## config.mk

```make
export PLATFORM = sky130hd
export DESIGN_NAME = audio_effects_chain
export DESIGN_NICKNAME = d
export VERILOG_FILES = /design/src/hdl/aec_pkg.sv /design/src/hdl/aec_regs.sv /design/src/hdl/aec_ctrl.sv /design/src/hdl/aec_dp.sv /design/src/hdl/audio_effects_chain.sv
export SDC_FILE = /design/constraint.sdc
export NUM_CORES = 2
export LEC_CHECK = 0
export BUFFER_PORTS_ARGS = -buffer_cell sky130_fd_sc_hd__buf_2
export CAP_MARGIN = 20
export CORE_MARGIN = 4
export CORE_UTILIZATION = 35
export CTS_CLUSTER_SIZE = 40
export DETAILED_ROUTE_END_ITERATION = 10
export PLACE_DENSITY = 0.56
export SKIP_CTS_REPAIR_TIMING = 1
export SYNTH_ARGS = -nofsm -noshare
export SYNTH_HDL_FRONTEND = slang
export SYNTH_SLANG_ARGS = --single-unit
```

## constraint.sdc

```tcl
create_clock -name clk -period 20.4 [get_ports clk]
set_input_delay 1.02 -clock clk [delete_from_list [all_inputs] [get_ports clk]]
set_output_delay 1.02 -clock clk [all_outputs]
set_load 0.02 [all_outputs]
```

## src/hdl/aec_pkg.sv

```systemverilog
package aec_pkg;

  localparam int ADDR_W = 5;

  typedef enum logic [2:0] {
    REG_B0,
    REG_B1,
    REG_B2,
    REG_A1,
    REG_A2,
    REG_DIST,
    REG_DECIM,
    REG_CRUSH
  } aec_reg_t;

  localparam logic [31:0] B0_RESET    = 32'd268435456;
  localparam logic [4:0]  CRUSH_RESET = 5'd16;
  localparam logic [4:0]  CRUSH_MIN   = 5'd4;
  localparam logic [4:0]  CRUSH_FULL  = 5'd16;

  // distortion constants
  localparam logic [6:0]  PCT_MAX   = 7'd100;
  localparam logic [8:0]  GAIN_BASE = 9'd100;
  localparam logic [8:0]  GAIN_STEP = 9'd3;
  localparam int          KNEE      = 29491;
  localparam int          KNEE_X100 = 2949100;
  localparam int          DIST_N_W  = 24;
  localparam int          DIST_Q_W  = 15;

  // n / 1000 and n / 100 by reciprocal, then one correction step
  localparam logic [9:0]  DIV_HI    = 10'd1000;
  localparam logic [9:0]  DIV_LO    = 10'd100;
  localparam logic [31:0] RECIP_HI  = 32'd17179869;
  localparam logic [31:0] RECIP_LO  = 32'd10737418;
  localparam int          SHIFT_HI  = 34;
  localparam int          SHIFT_LO  = 30;

  typedef struct packed {
    logic signed [31:0] b0;
    logic signed [31:0] b1;
    logic signed [31:0] b2;
    logic signed [31:0] a1;
    logic signed [31:0] a2;
    logic [6:0]         dist_pct;
    logic [3:0]         decim;
    logic [4:0]         crush_bits;
  } aec_cfg_t;

  typedef enum logic [3:0] {
    ST_IDLE,
    ST_DIST_MUL,
    ST_DIST_DIV,
    ST_DIST_FIX,
    ST_B0,
    ST_B1,
    ST_A1,
    ST_B2,
    ST_A2,
    ST_FINISH
  } aec_state_t;

  typedef enum logic [3:0] {
    OP_NONE,
    OP_DIST_MUL,
    OP_DIST_DIV,
    OP_DIST_FIX,
    OP_B0,
    OP_B1,
    OP_A1,
    OP_B2,
    OP_A2,
    OP_FINISH
  } aec_op_t;

  typedef struct packed {
    logic    load_in;
    aec_op_t op;
  } aec_cmd_t;

  typedef struct packed {
    logic out_busy;
    logic bypass;
  } aec_status_t;

endpackage

```

## src/hdl/aec_regs.sv

```systemverilog
module aec_regs (
  input  logic                       clk,
  input  logic                       rst,
  input  logic                       psel,
  input  logic                       penable,
  input  logic                       pwrite,
  input  logic [aec_pkg::ADDR_W-1:0] paddr,
  input  logic [31:0]                pwdata,
  output logic [31:0]                prdata,
  output logic                       pready,
  output aec_pkg::aec_cfg_t          cfg,
  output logic                       dec_clear
);

  logic                wr;
  aec_pkg::aec_reg_t   idx;

  assign pready    = 1'b1;
  assign wr        = psel && penable && pwrite;
  assign idx       = aec_pkg::aec_reg_t'(paddr[aec_pkg::ADDR_W-1:2]);
  assign dec_clear = wr && (idx == aec_pkg::REG_DECIM);

  always_ff @(posedge clk) begin
    if (rst) begin
      cfg.b0         <= aec_pkg::B0_RESET;
      cfg.b1         <= '0;
      cfg.b2         <= '0;
      cfg.a1         <= '0;
      cfg.a2         <= '0;
      cfg.dist_pct   <= '0;
      cfg.decim      <= '0;
      cfg.crush_bits <= aec_pkg::CRUSH_RESET;
    end else if (wr) begin
      case (idx)
        aec_pkg::REG_B0:    cfg.b0         <= pwdata;
        aec_pkg::REG_B1:    cfg.b1         <= pwdata;
        aec_pkg::REG_B2:    cfg.b2         <= pwdata;
        aec_pkg::REG_A1:    cfg.a1         <= pwdata;
        aec_pkg::REG_A2:    cfg.a2         <= pwdata;
        aec_pkg::REG_DIST:  cfg.dist_pct   <= pwdata[6:0];
        aec_pkg::REG_DECIM: cfg.decim      <= pwdata[3:0];
        aec_pkg::REG_CRUSH: cfg.crush_bits <= pwdata[4:0];
        default:            cfg.b0         <= cfg.b0;
      endcase
    end
  end

  always_comb begin
    case (idx)
      aec_pkg::REG_B0:    prdata = cfg.b0;
      aec_pkg::REG_B1:    prdata = cfg.b1;
      aec_pkg::REG_B2:    prdata = cfg.b2;
      aec_pkg::REG_A1:    prdata = cfg.a1;
      aec_pkg::REG_A2:    prdata = cfg.a2;
      aec_pkg::REG_DIST:  prdata = {25'd0, cfg.dist_pct};
      aec_pkg::REG_DECIM: prdata = {28'd0, cfg.decim};
      aec_pkg::REG_CRUSH: prdata = {27'd0, cfg.crush_bits};
      default:            prdata = '0;
    endcase
  end

endmodule

```

## src/hdl/aec_ctrl.sv

```systemverilog
module aec_ctrl (
  input  logic                 clk,
  input  logic                 rst,
  input  logic                 sample_in_valid,
  output logic                 sample_in_stall,
  input  aec_pkg::aec_status_t status,
  output aec_pkg::aec_cmd_t    cmd
);

  aec_pkg::aec_state_t state, state_next;

  always_ff @(posedge clk) begin
    if (rst) begin
      state <= aec_pkg::ST_IDLE;
    end else begin
      state <= state_next;
    end
  end

  assign sample_in_stall = (state != aec_pkg::ST_IDLE);

  always_comb begin
    state_next  = state;
    cmd.load_in = 1'b0;
    cmd.op      = aec_pkg::OP_NONE;
    case (state)
      aec_pkg::ST_IDLE: begin
        if (sample_in_valid) begin
          cmd.load_in = 1'b1;
          state_next  = aec_pkg::ST_DIST_MUL;
        end
      end
      aec_pkg::ST_DIST_MUL: begin
        cmd.op     = aec_pkg::OP_DIST_MUL;
        state_next = aec_pkg::ST_DIST_DIV;
      end
      aec_pkg::ST_DIST_DIV: begin
        cmd.op     = aec_pkg::OP_DIST_DIV;
        state_next = aec_pkg::ST_DIST_FIX;
      end
      aec_pkg::ST_DIST_FIX: begin
        cmd.op     = aec_pkg::OP_DIST_FIX;
        state_next = status.bypass ? aec_pkg::ST_FINISH : aec_pkg::ST_B0;
      end
      aec_pkg::ST_B0: begin
        cmd.op     = aec_pkg::OP_B0;
        state_next = aec_pkg::ST_B1;
      end
      aec_pkg::ST_B1: begin
        cmd.op     = aec_pkg::OP_B1;
        state_next = aec_pkg::ST_A1;
      end
      aec_pkg::ST_A1: begin
        cmd.op     = aec_pkg::OP_A1;
        state_next = aec_pkg::ST_B2;
      end
      aec_pkg::ST_B2: begin
        cmd.op     = aec_pkg::OP_B2;
        state_next = aec_pkg::ST_A2;
      end
      aec_pkg::ST_A2: begin
        cmd.op     = aec_pkg::OP_A2;
        state_next = aec_pkg::ST_FINISH;
      end
      aec_pkg::ST_FINISH: begin
        if (!status.out_busy) begin
          cmd.op     = aec_pkg::OP_FINISH;
          state_next = aec_pkg::ST_IDLE;
        end
      end
      default: begin
        state_next = aec_pkg::ST_IDLE;
      end
    endcase
  end

endmodule

```

## src/hdl/aec_dp.sv

```systemverilog
module aec_dp #(
  parameter int COEF_FRAC_BITS  = 28,
  parameter int STATE_FRAC_BITS = 12
) (
  input  logic                 clk,
  input  logic                 rst,
  input  aec_pkg::aec_cfg_t    cfg,
  input  logic                 dec_clear,
  input  aec_pkg::aec_cmd_t    cmd,
  output aec_pkg::aec_status_t status,
  input  logic signed [15:0]   sample_in,
  output logic signed [15:0]   sample_out,
  output logic                 sample_out_valid,
  input  logic                 sample_out_stall
);

  localparam int NW    = aec_pkg::DIST_N_W;
  localparam int QW    = aec_pkg::DIST_Q_W;
  localparam int YW    = 16 + STATE_FRAC_BITS;
  localparam int MB_W  = (YW > NW + 1) ? YW : NW + 1;
  localparam int PW    = 32 + MB_W;
  localparam int SH    = COEF_FRAC_BITS - STATE_FRAC_BITS;
  localparam int SHR   = (SH > 0) ? SH : 0;
  localparam int SHL   = (SH < 0) ? -SH : 0;
  localparam int ACC_W = PW + SHL + 2;

  localparam logic signed [ACC_W-1:0] Y_HI   = (ACC_W'(1) <<< (YW - 1)) - ACC_W'(1);
  localparam logic signed [ACC_W-1:0] Y_LO   = -(ACC_W'(1) <<< (YW - 1));
  localparam logic signed [ACC_W-1:0] S48_HI = (ACC_W'(1) <<< 47) - ACC_W'(1);
  localparam logic signed [ACC_W-1:0] S48_LO = -(ACC_W'(1) <<< 47);
  localparam logic signed [25:0]      THR    = 26'(aec_pkg::KNEE_X100);
  localparam logic [31:0]             UNITY  = 32'(64'd1 << COEF_FRAC_BITS);

  // registers
  logic signed [15:0]       x;
  logic [NW-1:0]            n;
  logic                     neg;
  logic                     knee;
  logic [QW-1:0]            q;
  logic signed [15:0]       xd;
  logic signed [YW-1:0]     y;
  logic signed [ACC_W-1:0]  acc;
  logic signed [47:0]       s1;
  logic signed [47:0]       s2;
  logic signed [15:0]       held;
  logic [3:0]               hcnt;

  // shared multiplier
  logic signed [31:0]       mul_a;
  logic signed [MB_W-1:0]   mul_b;
  logic signed [PW-1:0]     prod;
  logic signed [ACC_W-1:0]  prod_w;
  logic signed [ACC_W-1:0]  t_x;
  logic signed [ACC_W-1:0]  t_y;

  // distortion
  logic [6:0]               pct;
  logic [8:0]               gain;
  logic signed [25:0]       v;
  logic [NW-1:0]            n_next;
  logic                     knee_next;
  logic [QW-1:0]            q_est;
  logic [9:0]               dvs;
  logic [NW:0]              qd;
  logic [NW:0]              rem;
  logic [QW-1:0]            q_fix;
  logic [15:0]              mag;
  logic signed [15:0]       dist_res;

  // filter
  logic signed [ACC_W-1:0]  y_sum;
  logic signed [ACC_W-1:0]  y_sat;
  logic signed [ACC_W-1:0]  s_sum;
  logic signed [ACC_W-1:0]  s_sat;
  logic                     y_neg;
  logic [YW:0]              y_mag;
  logic [16:0]              y_q;
  logic signed [15:0]       filt_y;
  logic signed [15:0]       filt;

  // decimator and crusher
  logic                     refresh;
  logic signed [15:0]       dec_out;
  logic [4:0]               cb;
  logic [3:0]               csh;
  logic signed [15:0]       crushed;

  assign status.bypass   = (cfg.b0 == UNITY) && (cfg.b1 == '0) && (cfg.b2 == '0) &&
                           (cfg.a1 == '0) && (cfg.a2 == '0);
  assign status.out_busy = sample_out_valid && sample_out_stall;

  assign pct  = (cfg.dist_pct > aec_pkg::PCT_MAX) ? aec_pkg::PCT_MAX : cfg.dist_pct;
  assign gain = aec_pkg::GAIN_BASE + 9'(pct) * aec_pkg::GAIN_STEP;

  always_comb begin
    case (cmd.op)
      aec_pkg::OP_DIST_MUL: begin
        mul_a = 32'(gain);
        mul_b = MB_W'(x);
      end
      aec_pkg::OP_DIST_DIV: begin
        mul_a = knee ? aec_pkg::RECIP_HI : aec_pkg::RECIP_LO;
        mul_b = MB_W'(n);
      end
      aec_pkg::OP_B0: begin
        mul_a = cfg.b0;
        mul_b = MB_W'(xd);
      end
      aec_pkg::OP_B1: begin
        mul_a = cfg.b1;
        mul_b = MB_W'(xd);
      end
      aec_pkg::OP_A1: begin
        mul_a = cfg.a1;
        mul_b = MB_W'(y);
      end
      aec_pkg::OP_B2: begin
        mul_a = cfg.b2;
        mul_b = MB_W'(xd);
      end
      aec_pkg::OP_A2: begin
        mul_a = cfg.a2;
        mul_b = MB_W'(y);
      end
      default: begin
        mul_a = '0;
        mul_b = '0;
      end
    endcase
  end

  assign prod   = mul_a * mul_b;
  assign prod_w = ACC_W'(prod);
  assign t_x    = (prod_w >>> SHR) <<< SHL;
  assign t_y    = prod_w >>> COEF_FRAC_BITS;

  // distortion: split into knee or linear part, divide by reciprocal
  assign v = prod[25:0];

  always_comb begin
    if (v > THR) begin
      knee_next = 1'b1;
      n_next    = NW'(v - THR);
    end else if (v < -THR) begin
      knee_next = 1'b1;
      n_next    = NW'(-THR - v);
    end else begin
      knee_next = 1'b0;
      n_next    = v[25] ? NW'(-v) : NW'(v);
    end
  end

  assign q_est = knee ? prod[aec_pkg::SHIFT_HI +: QW] : prod[aec_pkg::SHIFT_LO +: QW];
  assign dvs   = knee ? aec_pkg::DIV_HI : aec_pkg::DIV_LO;
  assign qd    = (NW + 1)'(q) * (NW + 1)'(dvs);
  assign rem   = (NW + 1)'(n) - qd;
  assign q_fix = (rem >= (NW + 1)'(dvs)) ? q + QW'(1) : q;
  assign mag   = knee ? 16'(aec_pkg::KNEE) + 16'(q_fix) : 16'(q_fix);

  always_comb begin
    if (pct == '0) begin
      dist_res = x;
    end else if (!neg) begin
      dist_res = (mag > 16'd32767) ? 16'sd32767 : $signed(mag);
    end else begin
      dist_res = (mag > 16'd32768) ? -16'sd32768 : $signed(16'd0 - mag);
    end
  end

  // biquad, transposed direct form II
  assign y_sum = t_x + ACC_W'(s1);
  assign y_sat = (y_sum > Y_HI) ? Y_HI : ((y_sum < Y_LO) ? Y_LO : y_sum);

  always_comb begin
    if (cmd.op == aec_pkg::OP_B2) begin
      s_sum = t_x;
    end else begin
      s_sum = acc - t_y;
    end
  end

  assign s_sat = (s_sum > S48_HI) ? S48_HI : ((s_sum < S48_LO) ? S48_LO : s_sum);

  // truncate toward zero back to sample precision
  assign y_neg  = y[YW-1];
  assign y_mag  = y_neg ? (YW + 1)'(-((YW + 1)'(y))) : (YW + 1)'(y);
  assign y_q    = 17'(y_mag >> STATE_FRAC_BITS);
  assign filt_y = y_neg ? 16'(17'd0 - y_q) : 16'(y_q);
  assign filt   = status.bypass ? xd : filt_y;

  assign refresh = (cfg.decim != '0) && (hcnt >= cfg.decim);
  assign dec_out = (cfg.decim == '0) ? filt : (refresh ? filt : held);

  assign cb  = (cfg.crush_bits < aec_pkg::CRUSH_MIN) ? aec_pkg::CRUSH_MIN : cfg.crush_bits;
  assign csh = 4'(aec_pkg::CRUSH_FULL - cb);

  always_comb begin
    if (cb >= aec_pkg::CRUSH_FULL) begin
      crushed = dec_out;
    end else begin
      crushed = dec_out & (16'hFFFF << csh);
    end
  end

  always_ff @(posedge clk) begin
    if (cmd.load_in) begin
      x <= sample_in;
    end
    case (cmd.op)
      aec_pkg::OP_DIST_MUL: begin
        n    <= n_next;
        knee <= knee_next;
        neg  <= v[25];
      end
      aec_pkg::OP_DIST_DIV: q   <= q_est;
      aec_pkg::OP_DIST_FIX: xd  <= dist_res;
      aec_pkg::OP_B0:       y   <= YW'(y_sat);
      aec_pkg::OP_B1:       acc <= t_x + ACC_W'(s2);
      aec_pkg::OP_B2:       acc <= s_sum;
      default:              acc <= acc;
    endcase
  end

  always_ff @(posedge clk) begin
    if (rst) begin
      s1               <= '0;
      s2               <= '0;
      held             <= '0;
      hcnt             <= '0;
      sample_out_valid <= 1'b0;
    end else begin
      if (cmd.op == aec_pkg::OP_A1) begin
        s1 <= 48'(s_sat);
      end
      if (cmd.op == aec_pkg::OP_A2) begin
        s2 <= 48'(s_sat);
      end
      if (dec_clear) begin
        hcnt <= '0;
      end else if (cmd.op == aec_pkg::OP_FINISH && cfg.decim != '0) begin
        if (refresh) begin
          held <= filt;
          hcnt <= '0;
        end else begin
          hcnt <= hcnt + 4'd1;
        end
      end
      if (cmd.op == aec_pkg::OP_FINISH) begin
        sample_out_valid <= 1'b1;
      end else if (!sample_out_stall) begin
        sample_out_valid <= 1'b0;
      end
    end
  end

  always_ff @(posedge clk) begin
    if (cmd.op == aec_pkg::OP_FINISH) begin
      sample_out <= crushed;
    end
  end

endmodule

```

## src/hdl/audio_effects_chain.sv

```systemverilog
// channel     | handshake                         | payload
// ------------+-----------------------------------+----------------------
// sample in   | sample_in_valid / sample_in_stall | sample_in  s16
// sample out  | sample_out_valid / sample_out_stall | sample_out s16
// config      | APB write/read, psel penable      | paddr pwdata prdata
//
// A sample passes the distortion steps and, with the filter active, the filter
// steps before the next acceptance; bypass skips the filter steps. The shared
// multiplier does two distortion products and five filter products, one a cycle.
// rst is synchronous; it restores register defaults and clears filter state,
// the held sample, the hold counter and the output valid flag.
// A finished sample waits in the output register under sample_out_stall while
// the next sample is taken in; the last step waits for that register to free.
module audio_effects_chain #(
  parameter int COEF_FRAC_BITS  = 28,
  parameter int STATE_FRAC_BITS = 12
) (
  input  logic                       clk,
  input  logic                       rst,
  input  logic                       psel,
  input  logic                       penable,
  input  logic                       pwrite,
  input  logic [aec_pkg::ADDR_W-1:0] paddr,
  input  logic [31:0]                pwdata,
  output logic [31:0]                prdata,
  output logic                       pready,
  input  logic signed [15:0]         sample_in,
  input  logic                       sample_in_valid,
  output logic                       sample_in_stall,
  output logic signed [15:0]         sample_out,
  output logic                       sample_out_valid,
  input  logic                       sample_out_stall
);

  aec_pkg::aec_cfg_t    cfg;
  logic                 dec_clear;
  aec_pkg::aec_cmd_t    cmd;
  aec_pkg::aec_status_t status;

  aec_regs u_regs (
    .clk       (clk),
    .rst       (rst),
    .psel      (psel),
    .penable   (penable),
    .pwrite    (pwrite),
    .paddr     (paddr),
    .pwdata    (pwdata),
    .prdata    (prdata),
    .pready    (pready),
    .cfg       (cfg),
    .dec_clear (dec_clear)
  );

  aec_ctrl u_ctrl (
    .clk             (clk),
    .rst             (rst),
    .sample_in_valid (sample_in_valid),
    .sample_in_stall (sample_in_stall),
    .status          (status),
    .cmd             (cmd)
  );

  aec_dp #(
    .COEF_FRAC_BITS  (COEF_FRAC_BITS),
    .STATE_FRAC_BITS (STATE_FRAC_BITS)
  ) u_dp (
    .clk              (clk),
    .rst              (rst),
    .cfg              (cfg),
    .dec_clear        (dec_clear),
    .cmd              (cmd),
    .status           (status),
    .sample_in        (sample_in),
    .sample_out       (sample_out),
    .sample_out_valid (sample_out_valid),
    .sample_out_stall (sample_out_stall)
  );

endmodule
```

==> After elaboration in Yosys (flattened, before gate mapping) <==
Index checks and enable logic that the tools add are counted.
{ "totals": {"reg_bits": 476, "output_inout_bits": 51, "wordCells": 160} }
{ "op_classes": {"addsub": 15, "mul": 3, "n_lt_le_gt_ge": 13, "eq_ne": 29, "shift": 1, "muxes": 40, "n_bitwise": 2, "reduce_logical": 34} }
{ "ops": {"columns": ["op", "n"], "rows": [
  ["$pmux 32 s8", 1],
  ["$pmux 32 s7", 1],
  ["$mux 16", 10],
  ["$logic_not 32->1", 4],
  ["$pmux 62 s2", 1],
  ["$pmux 28 s4", 1],
  ["$add 44x48->49", 2],
  ["$mux 48", 2],
  ["$mux 24", 3],
  ["$gt 62x48->1 const B", 1],
  ["$lt 62x48->1 const B", 1],
  ["$mux 62", 1],
  ["$sub 62x32->62", 1],
  ["$mul 32x28->60", 1],
  ["$mux 28", 2],
  ["$gt 49x28->1 const B", 1],
  ["$lt 49x28->1 const B", 1],
  ["$pmux 4 s10", 1],
  ["$pmux 4 s9", 1],
  ["$eq 32x29->1 const B", 1],
  ["$eq 4x3->1 const B", 8],
  ["$sub 1x16->16 const A", 2],
  ["$mux 15", 2],
  ["$neg 28->28", 1],
  ["46 further kinds", 87]
]} }

==> Longest topological paths before layout <==
{ "depth": {"ltp_word": 12, "mapped_depth": 64, "mapped_depth_nobuf": 62} }

==> Hierarchy <==
From an unflattened synthesis, not the netlist that was laid out.
{ "hier_totals": {"cells_unflattened": 8176, "hier_area_um2": 68859.8} }
{ "modules_own_cells": {"columns": ["module", "n_inst", "cells_per_inst", "area_each_um2", "seq_area_each_um2"], "rows": [
  ["aec_dp", 1, 7157, 60983.5, 7357.1],
  ["aec_regs", 1, 987, 7611.0, 3523.4],
  ["aec_ctrl", 1, 32, 265.3, 80.1]
]} }

==> Worst setup path after synthesis <==
OpenSTA, ideal clock, no wires.
{ "synth_timing": {"path_kind": "reg2reg", "from": "register u_ctrl.state[1]", "to": "register u_dp.s1[10]", "arrival_ns": 16.551, "required_ns": 20.266, "path_slack_ns": 3.715, "stages_incl_launch_ff": 55, "path_buffers": 7, "period_less_slack_ns": 16.685, "cell_sequence": "dfxtp_1 > clkbuf_1 > nand2_1 > a21oi_1 > or2_2 > clkbuf_1 > clkbuf_1 > a21o_1 > clkbuf_1 > clkbuf_1 > nand2_1 > fa_1 > inv_1 > fa_1 > inv_1 > fa_1 > inv_1 > fa_1 > [... 19 more ...] > ha_1 > clkbuf_1 > a21oi_1 > o21bai_1 > a21oi_1 > o21bai_1 > a21o_1 > a21o_1 > a21oi_1 > mux2_2 > a31oi_1 > nand3_1 > nor4_1 > nand3_1 > or2_2 > a21oi_1 > clkbuf_1 > a211oi_1"} }
{ "synth_via": {"elab_chain_cells": 11, "elab_cells_between_ends": 28, "classes_between": "add/sub: 1; mul: 1; order compare: 2; eq/ne: 16; mux: 6; reduce/logical: 2"} }
{ "synth_lines": {"columns": ["item", "line_no", "text"], "rows": [
  ["start, declared", "aec_ctrl.sv:10", "aec_pkg::aec_state_t state, state_next;"],
  ["start signal, assigned", "aec_ctrl.sv:14", "state <= aec_pkg::ST_IDLE;"],
  ["start signal, assigned", "aec_ctrl.sv:16", "state <= state_next;"],
  ["$eq 4x4->1, or another cell as far along", "aec_ctrl.sv:26", "case (state)"],
  ["$pmux 4 s9 *", "aec_ctrl.sv:26", null],
  ["$eq 4x3->1, or another cell as far along", "aec_dp.sv:96", "case (cmd.op)"],
  ["$reduce_or 3->1 (no source line) / $reduce_or 2->1 (equally long branches)", null, null],
  ["$pmux 28 s4", "aec_dp.sv:96", null],
  ["$mul 32x28->60", "aec_dp.sv:132", "assign prod = mul_a * mul_b;"],
  ["$sub 62x32->62", "aec_dp.sv:178", "s_sum = acc - t_y;"],
  ["$mux 62", "aec_dp.sv:175", "if (cmd.op == aec_pkg::OP_B2) begin"],
  ["$lt 62x48->1", "aec_dp.sv:182", "assign s_sat = (s_sum > S48_HI) ? S48_HI : ((s_sum < S48_LO) ? S48_LO : s_sum);"],
  ["$mux 48 (2 in series)", "aec_dp.sv:182", null],
  ["end signal, assigned", "aec_dp.sv:233", "s1 <= 48'(s_sat);"],
  ["end, declared", "aec_dp.sv:43", "logic signed [47:0] s1;"]
]} }
Mark *: on every way between the ends. The rest lies on a longest branch, timed or not.
A chain may end at the register's enable or synchronous reset.

==> Final worst setup path <==
{ "layout_timing": {"from": "register u_ctrl.state[1]", "to": "register u_dp.s2[3]"} }
{ "layout_via": {"elab_chain_cells": 11, "elab_cells_between_ends": 28, "classes_between": "add/sub: 1; mul: 1; order compare: 2; eq/ne: 16; mux: 6; reduce/logical: 2"} }
{ "layout_lines": {"columns": ["item", "line_no", "text"], "rows": [
  ["$eq 4x4->1, or another cell as far along", "aec_ctrl.sv:26", null],
  ["$pmux 4 s9 *", "aec_ctrl.sv:26", null],
  ["$eq 4x3->1, or another cell as far along", "aec_dp.sv:96", null],
  ["$reduce_or 3->1 (no source line) / $reduce_or 2->1 (equally long branches)", null, null],
  ["$pmux 28 s4", "aec_dp.sv:96", null],
  ["$mul 32x28->60", "aec_dp.sv:132", null],
  ["$sub 62x32->62", "aec_dp.sv:178", null],
  ["$mux 62", "aec_dp.sv:175", null],
  ["$lt 62x48->1", "aec_dp.sv:182", null],
  ["$mux 48 (2 in series)", "aec_dp.sv:182", null],
  ["end signal, assigned", "aec_dp.sv:236", "s2 <= 48'(s_sat);"],
  ["end, declared", "aec_dp.sv:44", "logic signed [47:0] s2;"]
]} }
Marked as above.

==> impl_metrics.py <==
metrics = {
    "placement": {
        "numPortBuffers": 107,
        "routabilityCongestion": 0.915,
        "placed_area_um2": 72300,
        "dpl.hpwl_mm": 180,
    },
    "pwr": {
        "pwr-share-clk_pct": 10.1,
        "p_int_w": 0.00485,
        "swShare_pct": 54.9,
        "powerDensity_nw_per_um2": 145,
        "switchingPower_w": 0.00591,
        "p_leak_nw": 33.6,
        "pwr-share-seq_pct": 10.7,
        "combinationalPowerShare_pct": 79.2,
        "peakVddDrop_uv": 419,
    },
    "route": {
        "wl_per_cell_um": 21.7,
        "wirelength_mm": 231,
        "route.detailed.drc": 0,
        "vias": 58200,
        "dr.pass1.iters": 8,
        "first_iter_violations": 5034,
        "vias_per_cell": 5.47,
        "ant_nets": 0,
    },
    "grt": {
        "grt_max_degree": 110,
        "grt_remaining_overflow": 0,
        "antenna_found_initial": 7,
        "grt_pass1_wl_mm": 359,
        "grt_pass1_vias": 59000,
        "grtUsageTotal_pct": 22.6,
    },
    "sta": {
        "finalHoldViolations": 0,
        "final.setup.tns_ps": 0,
        "worst_pin_slew_ps": 1180,
        "slew_headroom_pct": 20.3,
        "rsz0062_at_grt": "false",
        "fin_crit_sh_pct": 86.0,
        "setup_viol": 0,
        "fmax_mhz": 57.0,
        "finClkSkew_ps": 44.2,
        "min_period_ps": 17540,
        "slew_violations": 0,
    },
    "clock_network": {
        "clock-sinks": 476,
        "cts.clk_slew.worst_paths_ps": 60,
        "cts_buffers": 55,
        "clk_path_buf_depth": 3,
        "clock_latency_ps": 670,
        "cts_tree": "yes",
        "cts-root-buf": "clkbuf_16",
        "htree_levels": 2,
    },
    "logic_synthesis": {
        "yosysSeqAreaShare_pct": 16.5,
        "synth-seq-cells": 476,
        "netlist_area_um2": 68800,
        "synth-edff-count": 179,
        "async_flop_share_pct": 0,
        "ys_types": 117,
        "yosysWarnings": 0,
        "synth_top_flop_cell": "dfxtp_1",
        "synth.avg_cell_area_um2": 8.53,
        "syn_inst": 8064,
    },
    "die": {
        "core_area_um2": 195000,
        "die_h_um": 451,
        "die_area_um2": 204000,
        "initial_core_util_pct": 35.2,
        "num_rows": 162,
        "die_w_um": 451,
        "io_pins": 111,
    },
    "worst_setup_path": {
        "slowest_stage": "a2111oi_0",
        "timing.critical_path.max_delay_family": "compound AO/OA/AOI/OAI gates",
        "crit_buf_inv": 7,
        "crit_top_cell": "fa_1",
        "path_class": "flop to flop",
        "start_kind": "flop",
        "worst-path-max-fanout": 46,
        "cp.arrival_ps": 18080,
        "worstSetupEndpointType": "flop",
        "required_ps": 20950,
        "cp_slowest_stage_delay_ps": 810,
    },
    "final_layout": {
        "layout-drive-gt1-share_pct": 6.29,
        "syn_to_final_growth_pct": 8.18,
        "fillers": 19900,
        "final_nets": 9530,
        "finalInstanceArea_um2": 74400,
    },
    "worst_hold_path": {
        "hold_class": "flop to flop",
    },
    "job": {
        "cap_violations": 0,
    },
    "outcome": {
        "status": "completed",
    },
}
==> power groups by stage <==
stage	logic, W	registers, W	clock network (W)
after floorplan	0.00622	0.00113	0
final	0.00851	0.00115	0.00109
after detailed placement	0.00837	0.00117	0
after global routing	0.00946	0.00116	0.00114
after CTS	0.00844	0.00115	0.00111
after global placement	0.00838	0.00117	0
==> cells by family (layout without fill, tap and decap cells) <==
logic type / Yosys count / count (layout) / synth area share [%]
fa+ha+maj: 1492 / 1492 / 38.2
other cells: 2 / 19 / 0.0109
mux: 80 / 80 / 1.66
compound gates: 1505 / 1505 / 14.2
simple gates: 2663 / 2663 / 17.3
flops: 476 / 476 / 16.5
xor+xnor: 270 / 270 / 3.49
buf+inv: 1576 / 1523 / 8.70
==> synth_stat cells, types with 26 or more instances <==
cell | n | area share, %
nand2_1 | 1386 | 7.6
inv_1 | 1168 | 6.4
fa_1 | 1014 | 30
nor2_1 | 537 | 2.9
a21oi_1 | 484 | 3.5
ha_1 | 477 | 8.7
clkbuf_1 | 356 | 1.9
dfxtp_1 | 297 | 8.6
o21ai_0 | 253 | 1.8
a21o_1 | 194 | 2.1
xnor2_1 | 181 | 2.3
edfxtp_1 | 179 | 7.8
a211oi_1 | 121 | 1.3
nand3_1 | 101 | 0.74
and2_1 | 96 | 0.87
nand4_1 | 91 | 0.83
xor2_1 | 87 | 1.1
nor3_1 | 83 | 0.60
a22oi_1 | 68 | 0.74
nor4_1 | 62 | 0.56
nand2b_1 | 54 | 0.49
or3_1 | 44 | 0.40
and3_1 | 42 | 0.38
mux2i_1 | 42 | 0.61
a31oi_1 | 41 | 0.37
o21bai_1 | 41 | 0.45
nor2b_1 | 39 | 0.35
o21a_1 | 33 | 0.36
buf_1 | 28 | 0.15
or2_2 | 27 | 0.25
mux4_2 | 26 | 0.85
==> layer usage <==
layer  part of all wire, %  wire length (µm)  GRT usage (%)  vias up
li1                      -                 -              -    26300
met1                    43             98900           31.0    29200
met2                    45            103000           35.7     2322
met3                   8.1             18700           3.87      438
met4                   4.6             10500           8.82        8
met5                 0.025                57              0        -
==> worst paths after layout <==
| path | slack [ps] | cells after the start | endpoint | startpoint |
|---|---|---|---|---|
| worst max-delay path | 2860 | 50 | u_dp.s2[3] | u_ctrl.state[1] |
| worst max register to register | 2860 | 50 | u_dp.s2[3] | u_ctrl.state[1] |
| worst min register to register | 480 | 2 | u_dp.held[6] | u_dp.held[6] |
| worst min-delay path | 480 | 2 | u_dp.held[6] | u_dp.held[6] |
==> layout make-up <==
class | instances | area (µm²) | area share [%]
antenna | 4 | 10.0 | 0.0135
tap | 2624 | 3280 | 4.41
multi-input combinational | 6025 | 51700 | 69.5
sequential | 476 | 11300 | 15.2
clock buffer | 78 | 1690 | 2.27
timing repair buffer | 251 | 1690 | 2.28
inverter | 1170 | 4390 | 5.90
clock inverter | 24 | 290 | 0.390
==> state kept, by name (all words and copies together) (netlist names) <==
name and count:
u_dp.x 16, u_dp.s2 48, u_dp.y 28, u_dp.sample_out 16
u_dp.q 15, u_dp.held 16, u_dp.hcnt 4, u_dp.neg 1
u_dp.acc 62, u_dp.knee 1, u_dp.n 24, u_dp.xd 16
u_ctrl.state 4, u_dp.sample_out_valid 1, u_dp.s1 48, u_regs.cfg 176
==> worst reg2reg max path, delay by kind of cell (launching register included) <==
family | cells | cell delay [ps]
buffers and inverters | 7 | 1880
flip-flops | 1 | 500
XOR/XNOR | 1 | 780
adder cells (fa/ha/maj) | 10 | 4660
AO/OA/AOI/OAI | 17 | 5450
AND/OR/NAND/NOR | 15 | 4150
==> stage by stage <==
step                power [W]  cells  hold slack [ps]  util (%)  setup slack, ps
finish                 0.0108  10700              484      38.1             2860
global route           0.0118  10600              501      38.1             1620
CTS                    0.0107  10600              481      38.0             2800
detailed placement    0.00955  10500              475      37.0             2900
global placement      0.00955  10500              464      37.0             3030
floorplan             0.00735   8077              441         -             3710
==> cell usage in the layout, fill, tap and decap left out, types with 41 or more instances in the layout <==
master / count
xnor2_1: 181
nand2_1: 1379
mux2i_1: 42
dfxtp_1: 297
a22oi_1: 68
nor4_1: 61
nor3_1: 76
xor2_1: 87
clkbuf_16: 62
a21o_1: 194
ha_1: 477
nand3_1: 97
or3_1: 44
o21ai_0: 253
buf_2: 106
nand4_1: 91
o21bai_1: 41
edfxtp_1: 179
inv_1: 1168
and3_1: 42
nor2_1: 532
and2_1: 95
fa_1: 1013
a211oi_1: 121
buf_4: 136
a21oi_1: 478
nand2b_1: 54
Note: power is estimated with default switching activity, not from simulation.
